`src/rtl/core/pect_pkg.sv`:
```
// ----------------------------------------------------------------------------
// pect_pkg
// Shared types and codes of the ear clipping triangulator.
// ----------------------------------------------------------------------------
`default_nettype none
package pect_pkg;
  typedef enum logic [1:0] {
    ST_TRI = 2'd0, ST_FEW = 2'd1, ST_NOEAR = 2'd2, ST_OVER = 2'd3
  } status_e;

  // Cell control: shift the ring by one, load a vertex at the tail, drop the second vertex.
  typedef struct packed {
    logic shift;
    logic load;
    logic drop;
  } cell_ctl_t;
endpackage
`default_nettype wire

```
`src/rtl/core/pect_cell.sv`:
```
// ----------------------------------------------------------------------------
// pect_cell
// One slot of the vertex ring; passes its vertex to the neighbor on shift.
// ----------------------------------------------------------------------------
`default_nettype none
module pect_cell
  import pect_pkg::*;
#(
  parameter int CW = 16
) (
  input  wire logic clk_i,
  input  wire cell_ctl_t ctl_i,
  input  wire logic signed [CW-1:0] x_i,
  input  wire logic signed [CW-1:0] y_i,
  output logic signed [CW-1:0] x_o,
  output logic signed [CW-1:0] y_o
);
  logic signed [CW-1:0] x_q, y_q;
  always_ff @(posedge clk_i) begin
    if (ctl_i.shift || ctl_i.load || ctl_i.drop) begin
      x_q <= x_i;
      y_q <= y_i;
    end
  end
  assign x_o = x_q;
  assign y_o = y_q;
endmodule
`default_nettype wire

```
`config.mk`:
```
export PLATFORM = sky130hd
export DESIGN_NAME = pect_cell
export DESIGN_NICKNAME = d
export VERILOG_FILES = /design/src/rtl/core/pect_pkg.sv /design/src/rtl/core/pect_cell.sv
export SDC_FILE = /design/constraint.sdc
export NUM_CORES = 1
export LEC_CHECK = 0
export BUFFER_PORTS_ARGS = -buffer_cell sky130_fd_sc_hd__buf_2
export CORE_ASPECT_RATIO = 0.5
export CORE_UTILIZATION = 35
export CTS_CLUSTER_DIAMETER = 200
export DETAILED_ROUTE_END_ITERATION = 10
export GPL_TIMING_DRIVEN = 0
export PLACE_DENSITY = 0.77
export SETUP_SLACK_MARGIN = 0.3
export SYNTH_ARGS = -nofsm -noshare
export SYNTH_HDL_FRONTEND = slang
export SYNTH_SLANG_ARGS = --single-unit
export TNS_END_PERCENT = 5
```
`constraint.sdc`:
```
create_clock -name clk_i -period 1.61 [get_ports clk_i]
set_clock_uncertainty 0.1 [all_clocks]
set_input_delay 0.322 -clock clk_i [delete_from_list [all_inputs] [get_ports clk_i]]
set_output_delay 0.322 -clock clk_i [all_outputs]
set_load 0.05 [all_outputs]
```
# Word level (Yosys, flattened, before mapping)

Index checks and enable logic that the tools add are counted.

Add/subtract/negate cells: 0
$mul: 0
Divide/modulo/power cells: 0
Order comparisons: 0
Eq/ne operators: 0
Shift operators: 0
Muxes and demuxes: 0
Bitwise gates (word level): 0
Reductions and logical operators: 2

Operators by type and width:

| kind             | count |
|---|---|
| 1-bit logical OR | 2 |

Flip-flop bits (word level): 32
Latch bits: 0
Bits in writable memories: 0
ROM bits: 0
Bits of input ports: 36
Memories: 0

# Longest topological paths before layout

Gate-level depths: netlist (run 1).

Word-level depth: 2
Gate-level depth with buffers: 1
Mapped depth without buffers: 1

# Worst setup path after synthesis (run 1)

Ideal clock, no wire load.

Kind: input to register
Start point: in ctl_i[1] (netlist name)
End point: reg x_q[0], in the netlist x_o[0] (enable)
Library setup time: 0.414 ns
Arrival: 1.089 ns
Setup slack: 0.007 ns
Stages: 1
Path buffers: 0
Path through: or3_1

Word-level cells in the longest chain between the ends: 2

RTL lines:

| element                       | line            | text |
|---|---|---|
| from (decl)                   | pect_cell.sv:12 | `input wire cell_ctl_t ctl_i,` |
| 1-bit logical OR (2 in a row) | pect_cell.sv:20 | `if (ctl_i.shift \|\| ctl_i.load \|\| ctl_i.drop) begin` |
| to (signal assigned)          | pect_cell.sv:21 | `x_q <= x_i;` |
| to (decl)                     | pect_cell.sv:18 | `logic signed [CW-1:0] x_q, y_q;` |

Every way passes these cells.
A chain may end at the register's enable or synchronous reset.

# Worst setup path after layout (run 1)

Start point: reg y_q[8], in the netlist y_o[8]
End point: out y_o[8]

RTL lines:

| element                | line            | text |
|---|---|---|
| from (decl)            | pect_cell.sv:18 |  |
| from (signal assigned) | pect_cell.sv:22 | `y_q <= y_i;` |
| to (decl)              | pect_cell.sv:16 | `output logic signed [CW-1:0] y_o` |

No word-level cell between the ends.

==> results of run 1 <==
## metal layers
layer  global-route usage [%]  up-vias
met4                    2.885        0
li1                         -      279
met1                    11.11      275
met2                    18.69       22
met5                        0        -
met3                    4.941        0
## cells in the final DEF, fill, tap and decap left out
| master | synthesis | layout |
|---|---|---|
| buf_2 | 0 | 66 |
| buf_4 | 0 | 1 |
| clkbuf_1 | 0 | 2 |
| clkbuf_8 | 0 | 5 |
| clkinv_1 | 0 | 1 |
| edfxtp_1 | 32 | 32 |
| or3_4 | 0 | 1 |
## path summary, 6_finish.rpt
check / startpoint / cells after the start / endpoint
worst max-delay path: y_o[8]$_DFFE_PP_ / 1 / y_o[8]
worst min-delay path: x_i[13] / 1 / x_o[13]$_DFFE_PP_
## synth_stat cells, drive strengths merged
library cell / instances
or3: 1
edfxtp: 32
## state kept, by name, summed over array words and instances, names as in the netlist
register,flops
y_o,16
x_o,16
## where the power goes
part | total (mW) | internal (mW) | switching, mW
combinational | 0.367 | 0.0770 | 0.290
clock | 0.564 | 0.300 | 0.263
sequential | 1.01 | 0.993 | 0.0145
total | 1.94 | 1.37 | 0.568
## through the flow
stage | util, % | instance area [µm²] | total power [mW] | hold slack, ns | instances
6_report | 55.19 | 1436 | 1.938 | 0.1242 | 145
5_1_grt | 55.19 | 1436 | 1.999 | 0.1128 | 145
4_1_cts | 55.10 | 1434 | 1.954 | 0.1177 | 145
3_5_place_dp | 52.02 | 1354 | 1.394 | 0.4001 | 137
3_3_place_gp | 52.02 | 1354 | 1.388 | 0.3981 | 137
2_1_floorplan | - | 972.2 | 1.290 | 0.3209 | 33
## logic make-up (layout without fill, tap and decap cells)
family / count (synthesis) / in the layout / share of synthesized area, %
flip-flops: 32 / 32 / 99.35
buffers and inverters: 0 / 75 / 0
AND/OR/NAND/NOR: 1 / 1 / 0.6472
## cell type report
type	instances	area, µm²
fillers	216	1166
flip-flops and latches	32	960.9
repair buffers	67	337.8
clock buffers	7	76.32
well taps	37	46.29
multi-input cells	1	11.26
clock inverters	1	3.754
==> out/qor.csv, run 1 <==
metric;value;unit
status;completed;
Yosys top cell by area;edfxtp_1;
clock slew at reported path FFs;0.06;ns
routed via count;576;
Port Buffers;67;
Synth cell types;2;
maximum VDD drop;0.8692;mV
cell area after synthesis;967.2;µm²
CP Class;reg2out;
Initial Util;37.16;%
top cell type's share of synthesized area;99.35;%
Arrival @ worst endpoint;0.86;ns
Static Leak;0.6395;nW
drc violations;0;
Critical Path Sink Type;output pin;
share of cells above drive strength 1;67.59;%
vias per cell;3.972;
vias in the first global route;453;
Post-Syn Nets;69;
Hold Buf Count CTS;0;
Hold WC Path Type;in2reg;
wl on met1;653;µm
Avg Synthesized Cell Area;29.31;µm²
antenna diode count;0;
met2 WL;902;µm
nets;143;
Clock Sinks;32;
I/O pins;68;
required time of the critical path;1.19;ns
Crit Path Max Fanout;1;
Setup violations, final;0;
final worst slack;0.3254;ns
Num CTS Buffers;5;
Detailed Routing Iterations Pass 1;4;
row count;13;
Setup TNS;0;ns
worst-margin pin slew;0.4216;ns
Worst path max stage delay;0.37;ns
CTS tree;done;
fin. max-slew vios;0;
Final Hold Viols;0;
top layer in use;met3;
metal3 WL;113;µm
fin crit share;79.79;%
Max-cap violations;0;
Antenna Nets Post-Route;0;
crit path cell chain;buf_2;
RSZ-0062 raised after global routing;true;
WL/cell;11.50;µm
global route overflow;0;
Slowest-stage cell, CP;edfxtp_1;
chip height;39.17;µm
post-DP HPWL;1.204;mm
P&R area growth vs syn;48.51;%
WP buf/inv;1;
maximum clock path buffer count;2;
H-tree depth;2;
CP top delay family;flip-flops;
Max Fclk;0.7784;GHz
first-pass GRT wire length;2.173;mm
crit path time final;1.285;ns
GR Util All Layers;10.27;%
top cells by area, synth;edfxtp_1 (99%), or3_1 (0.65%);
Seq cells post-synth;32;
DIE WIDTH;76.34;µm
Post-Place Worst Slack;0.1855;ns
cells after synthesis;33;
register area share after synthesis;99.35;%
Post-CTS Resized;0;
starting DRC count in detailed routing;14;
Syn. warnings;0;
die area;0.002990;mm²
core area;0.002603;mm²
P per Cell Area;1349;mW/mm²
Startpoint Class;flop;
final WL;1.668;mm
largest net degree at the start of global routing;33;
CTS root buffer;clkbuf_8;
Max-slew headroom;71.90;%
Final Wtd Congestion;0.6337;
setup repair bufs after CTS;0;
initial antenna violation count;0;
(Power assumes the default switching activity.)
==> inputs of run 2 (changes only) <==
Settings changed: CORE_ASPECT_RATIO 0.5 to default, CORE_UTILIZATION 35 to 39, PLACE_DENSITY 0.77 to 0.81.
Clock period 1.61 ns to 1.3 ns, I/O delays scaled along.
==> run 2 against run 1 <==
Net effect: worst setup slack got worse by 0.27 ns; design area increased by 7.0%; via count increased by 5.7%; sequential cell count unchanged; utilization increased by 12 points; die area decreased by 10%; power increased by 17%; largest cell class unchanged; largest power group unchanged; wire length increased by 7.7%; non-clock buffer count increased by 5; first-iteration DRC count decreased by 50%; hold slack got worse by 0.10 ns.
==> out/qor.csv, run 2 (synthesis gave the netlist of run 1 again) <==
metric;value;unit;change
Antenna Nets Post-Route;0;;unchanged
setup repair bufs after CTS;0;;unchanged
hold depth;1;;unchanged
DIE WIDTH;51.80;µm;was 76.34 µm
Static Leak;0.6791;nW;was 0.6395 nW
Setup TNS;0;ns;unchanged
CP Class;reg2out;;unchanged
wl on met1;613;µm;was 653 µm
Initial Util;42.50;%;was 37.16%
Critical Path Sink Type;output pin;;unchanged
area of the multi-input gates;11.26;µm²;unchanged
leading cell types in the layout, fill and taps excluded;buf_2 (44), edfxtp_1 (32), buf_4 (13);;was buf_2 (66), edfxtp_1 (32), clkbuf_8 (5)
fin crit share;96.03;%;
Startpoint Class;flop;;unchanged
met2 WL;1.025;mm;was 902 µm
CTS root buffer;clkbuf_4;;was clkbuf_8
Arrival @ worst endpoint;0.89;ns;was 0.86 ns
H-tree depth;2;;unchanged
core area;0.002276;mm²;was 0.002603 mm²
Hold WC Path Type;in2reg;;unchanged
status;completed;;unchanged
fin. max-slew vios;0;;unchanged
Setup violations, final;0;;unchanged
final worst slack;0.05165;ns;was 0.3254 ns
worst-margin pin slew;0.4022;ns;was 0.4216 ns
hold path startpoint;y_i[9];;was x_i[13]
WP buf/inv;1;;unchanged
Clock Sinks;32;;unchanged
chip height;51.80;µm;was 39.17 µm
required time of the critical path;0.94;ns;was 1.19 ns
crit path time final;1.248;ns;
largest net degree at the start of global routing;33;;unchanged
Post-Place Worst Slack;-0.04411;ns;was 0.1855 ns
I/O pins;68;;unchanged
first-pass GRT wire length;2.380;mm;was 2.173 mm
top layer in use;met4;;was met3
nets;148;;was 143
Final Hold Viols;0;;unchanged
Max Fclk;0.8011;GHz;
global route overflow;0;;unchanged
maximum clock path buffer count;2;;unchanged
share of cells above drive strength 1;64.60;%;was 67.59%
vias in the first global route;571;;was 453
Storage cell area;960.9;µm²;unchanged
routed via count;609;;was 576
final WL;1.796;mm;was 1.668 mm
Final Wtd Congestion;0.6323;;was 0.6337
antenna diode count;0;;unchanged
row count;17;;was 13
crit path cell chain;buf_2;;unchanged
Hold Slack;0.02315;ns;was 0.1242 ns
vias per cell;4.319;;was 3.972
die area;0.002683;mm²;was 0.002990 mm²
starting DRC count in detailed routing;7;;was 14
initial antenna violation count;0;;unchanged
fill count;163;;was 216
metal3 WL;104;µm;was 113 µm
clock slew at reported path FFs;0.09;ns;was 0.06 ns
drc violations;0;;unchanged
CTS tree;done;;unchanged
Max-slew headroom;73.18;%;was 71.90%
CP top delay family;flip-flops;;unchanged
P&R area growth vs syn;58.86;%;was 48.51%
Slowest-stage cell, CP;edfxtp_1;;unchanged
P per Cell Area;1473;mW/mm²;was 1349 mW/mm²
GR Util All Layers;13.48;%;was 10.27%
commonest non-fill, non-tap cell in the layout;buf_2;;unchanged
RSZ-0062 raised after global routing;true;;unchanged
Port Buffers;67;;unchanged
Crit Path Max Fanout;1;;unchanged
Hold Path End;y_o[9]$_DFFE_PP_;;was x_o[13]$_DFFE_PP_
Detailed Routing Iterations Pass 1;2;;was 4
WL/cell;12.74;µm;was 11.50 µm
Worst path max stage delay;0.33;ns;was 0.37 ns
Max-cap violations;0;;unchanged
maximum VDD drop;0.9548;mV;was 0.8692 mV
Final Power;2.263;mW;was 1.938 mW
Num CTS Buffers;5;;unchanged
run 2: cell count changes in the layout (fill, tap and decap cells not counted):
cell,delta
buf_4,+12
clkbuf_8,-5
clkbuf_4,+5
buf_2,-22
dlygate4sd3_1,+5
buf_6,+10
run 2: repair_timing:
item	in CTS	in global routing
endpoints found under the hold margin	0	5
hold buffers	0	5
resized for setup	26	12
endpoints found under the setup margin	64	64
run 2: layout make-up:
cell class	count	area share, %
Clock buffer	7	2.932
Clock inverter	1	0.2443
Multi-Input combinational cell	1	0.7329
Sequential cell	32	62.54
Tap cell	28	2.280
Timing Repair Buffer	72	31.27
run 2: how the worst max path moves through the flow:
stage / slack [ns] / endpoint / depth (start not counted) / from
after global routing: 0.006 / y_o[6] / 1 / y_o[6]$_DFFE_PP_
final: 0.05 / y_o[10] / 1 / y_o[10]$_DFFE_PP_
after detailed placement: -0.04 / y_o[5]$_DFFE_PP_ / 2 / ctl_i[1]
after floorplan: 0.12 / x_o[0]$_DFFE_PP_ / 1 / ctl_i[1]
after CTS: 0.04 / y_o[9] / 1 / y_o[9]$_DFFE_PP_
after global placement: -0.03 / x_o[13]$_DFFE_PP_ / 2 / ctl_i[1]
run 2: power breakdown:
group | internal, mW | switching, mW | leakage, nW
Clock | 0.208 | 0.282 | 0.0269
Combinational | 0.155 | 0.363 | 0.320
Sequential | 1.23 | 0.0272 | 0.332
Total | 1.59 | 0.672 | 0.679
run 2: per-stage QoR:
step / area [µm²] / std cells / util [%]
floorplan: 972.2 / 33 / -
global placement: 1343 / 128 / 58.99
detailed placement: 1343 / 128 / 58.99
CTS: 1466 / 136 / 64.43
global route: 1536 / 141 / 67.51
finish: 1536 / 141 / 67.51
run 2: layer usage:
layer  up-vias  GRT usage [%]
met5         -              0
met4         0          8.108
met3         7          6.433
met2        29          24.24
met1       280          11.87
li1        293              -
==> inputs of run 3 (changes only) <==
Settings changed: PLACE_DENSITY 0.81 to 0.84.
==> run 3 against run 2 <==
Net effect: sequential power barely moved; clock power rose by 0.8%; highest routed layer unchanged; critical path type unchanged; sequential share of layout area fell by 11 points; critical path depth did not move; utilization rose by 14 points.
==> out/qor.csv, run 3 (synthesis gave the netlist of run 1 again) <==
metric;value;unit;change
Post-Place Worst Slack;-0.04784;ns;was -0.04411 ns
Num CTS Buffers;5;;unchanged
RSZ-0062 raised after global routing;true;;unchanged
largest net degree at the start of global routing;33;;unchanged
WP buf/inv;1;;unchanged
WL/cell;16.10;µm;was 12.74 µm
crit path time final;1.298;ns;was 1.248 ns
final core utilization;81.36;%;was 67.51%
vias in the first global route;654;;was 571
Max-cap violations;0;;unchanged
P&R area growth vs syn;91.46;%;was 58.86%
Setup violations, final;0;;unchanged
final worst slack;0.002329;ns;was 0.05165 ns
CTS root buffer;clkbuf_4;;unchanged
fin. max-slew vios;0;;unchanged
commonest non-fill, non-tap cell in the layout;buf_2;;unchanged
Inst Count DP;128;;unchanged
Detailed Routing Iterations Pass 1;4;;was 2
Levels on crit path;1;;unchanged
drc violations;0;;unchanged
Antenna Nets Post-Route;0;;unchanged
vias per cell;4.521;;was 4.319
chip height;51.80;µm;unchanged
Max-slew headroom;73.02;%;was 73.18%
starting DRC count in detailed routing;13;;was 7
H-tree depth;2;;unchanged
area of placed instances;0.001343;mm²;unchanged
GR Util All Layers;18.20;%;was 13.48%
core area;0.002276;mm²;unchanged
Layout Cell Area excl Fill;0.001852;mm²;was 0.001536 mm²
status;completed;;unchanged
initial antenna violation count;0;;unchanged
Max Fclk;0.7706;GHz;was 0.8011 GHz
Worst path max stage delay;0.43;ns;was 0.33 ns
Critical path origin;x_o[6]$_DFFE_PP_;;was y_o[10]$_DFFE_PP_
Hold Slack;0.4817;ns;was 0.02315 ns
Hold Path End;y_o[6]$_DFFE_PP_;;was y_o[9]$_DFFE_PP_
P per Cell Area;1282;mW/mm²;was 1473 mW/mm²
CTS tree;done;;unchanged
global route overflow;0;;unchanged
Initial Util;42.50;%;unchanged
Slowest-stage cell, CP;edfxtp_1;;unchanged
row count;17;;unchanged
maximum VDD drop;1.028;mV;was 0.9548 mV
Arrival @ worst endpoint;0.94;ns;was 0.89 ns
fin crit share;99.82;%;was 96.03%
hold path startpoint;ctl_i[0];;was y_i[9]
Startpoint Class;flop;;unchanged
CP Class;reg2out;;unchanged
leading cell types in the layout, fill and taps excluded;buf_2 (44), dlygate4sd3_1 (32), edfxtp_1 (32);;was buf_2 (44), edfxtp_1 (32), buf_4 (13)
required time of the critical path;0.94;ns;about the same
routed via count;755;;was 609
final WL;2.688;mm;was 1.796 mm
Final Hold Viols;0;;unchanged
Critical Path Sink Type;output pin;;unchanged
maximum clock path buffer count;2;;unchanged
worst-margin pin slew;0.4047;ns;was 0.4022 ns
die area;0.002683;mm²;unchanged
DIE WIDTH;51.80;µm;unchanged
Setup TNS;0;ns;unchanged
CP top delay family;flip-flops;;unchanged
antenna diode count;0;;unchanged
Hold WC Path Type;in2reg;;unchanged
Static Leak;0.8072;nW;was 0.6791 nW
hold depth;2;;was 1
Final Power;2.373;mW;was 2.263 mW
I/O pins;68;;unchanged
Port Buffers;67;;unchanged
Final Wtd Congestion;0.6835;;was 0.6323
share of cells above drive strength 1;52.52;%;was 64.60%
crit path cell chain;buf_6;;was buf_2
Clock Sinks;32;;unchanged
nets;175;;was 148
Non-Filler Instances;167;;was 141
clock slew at reported path FFs;0.09;ns;about the same
first-pass GRT wire length;3.042;mm;was 2.380 mm
Crit Path Max Fanout;1;;unchanged
run 3: cell count changes in the layout (fill, tap and decap cells not counted), sizes merged:
cell         delta
dlygate4sd3    +27
clkinv          +1
clkbuf          -2
run 3: power by group:
| part | internal (mW) | switching, mW | leakage, nW |
|---|---|---|---|
| Clock | 0.188 | 0.305 | 0.0261 |
| Sequential | 1.23 | 0.0367 | 0.332 |
| Combinational | 0.228 | 0.386 | 0.449 |
| Total | 1.65 | 0.727 | 0.807 |
run 3: how the worst max path moves through the flow:
stage	endpoint	slack, ns
floorplan	x_o[0]$_DFFE_PP_	0.12
global placement	x_o[0]$_DFFE_PP_	-0.03
detailed placement	x_o[0]$_DFFE_PP_	-0.05
CTS	x_o[14]	0.03
global route	x_o[6]	-0.04
finish	x_o[6]	0.002
run 3: cell type report:
type                       instances  area (µm²)
clock inverter                     2       7.507
multi-input combinational          1       11.26
sequential                        32       960.9
timing repair buffer              99       799.5
tap                               28       35.03
clock buffer                       5       37.54
fill                             115       424.2
run 3: routing by layer:
metal | GRT usage (%) | up-vias | wire, µm
met5 | 0 | - | 0
met4 | 14.86 | 0 | 73
met3 | 12.28 | 10 | 375
met2 | 27.06 | 59 | 1303
met1 | 17.07 | 341 | 935
li1 | - | 345 | -
run 3: repair_timing:
item / CTS / global route
resized for setup: 27 / 20
hold buffers: 17 / 15
cloned: 0 / 0
endpoints found under the setup margin: 32 / 55
setup buffers: 0 / 0
pin swaps: 0 / 1
hold endpoints to repair: 17 / 15
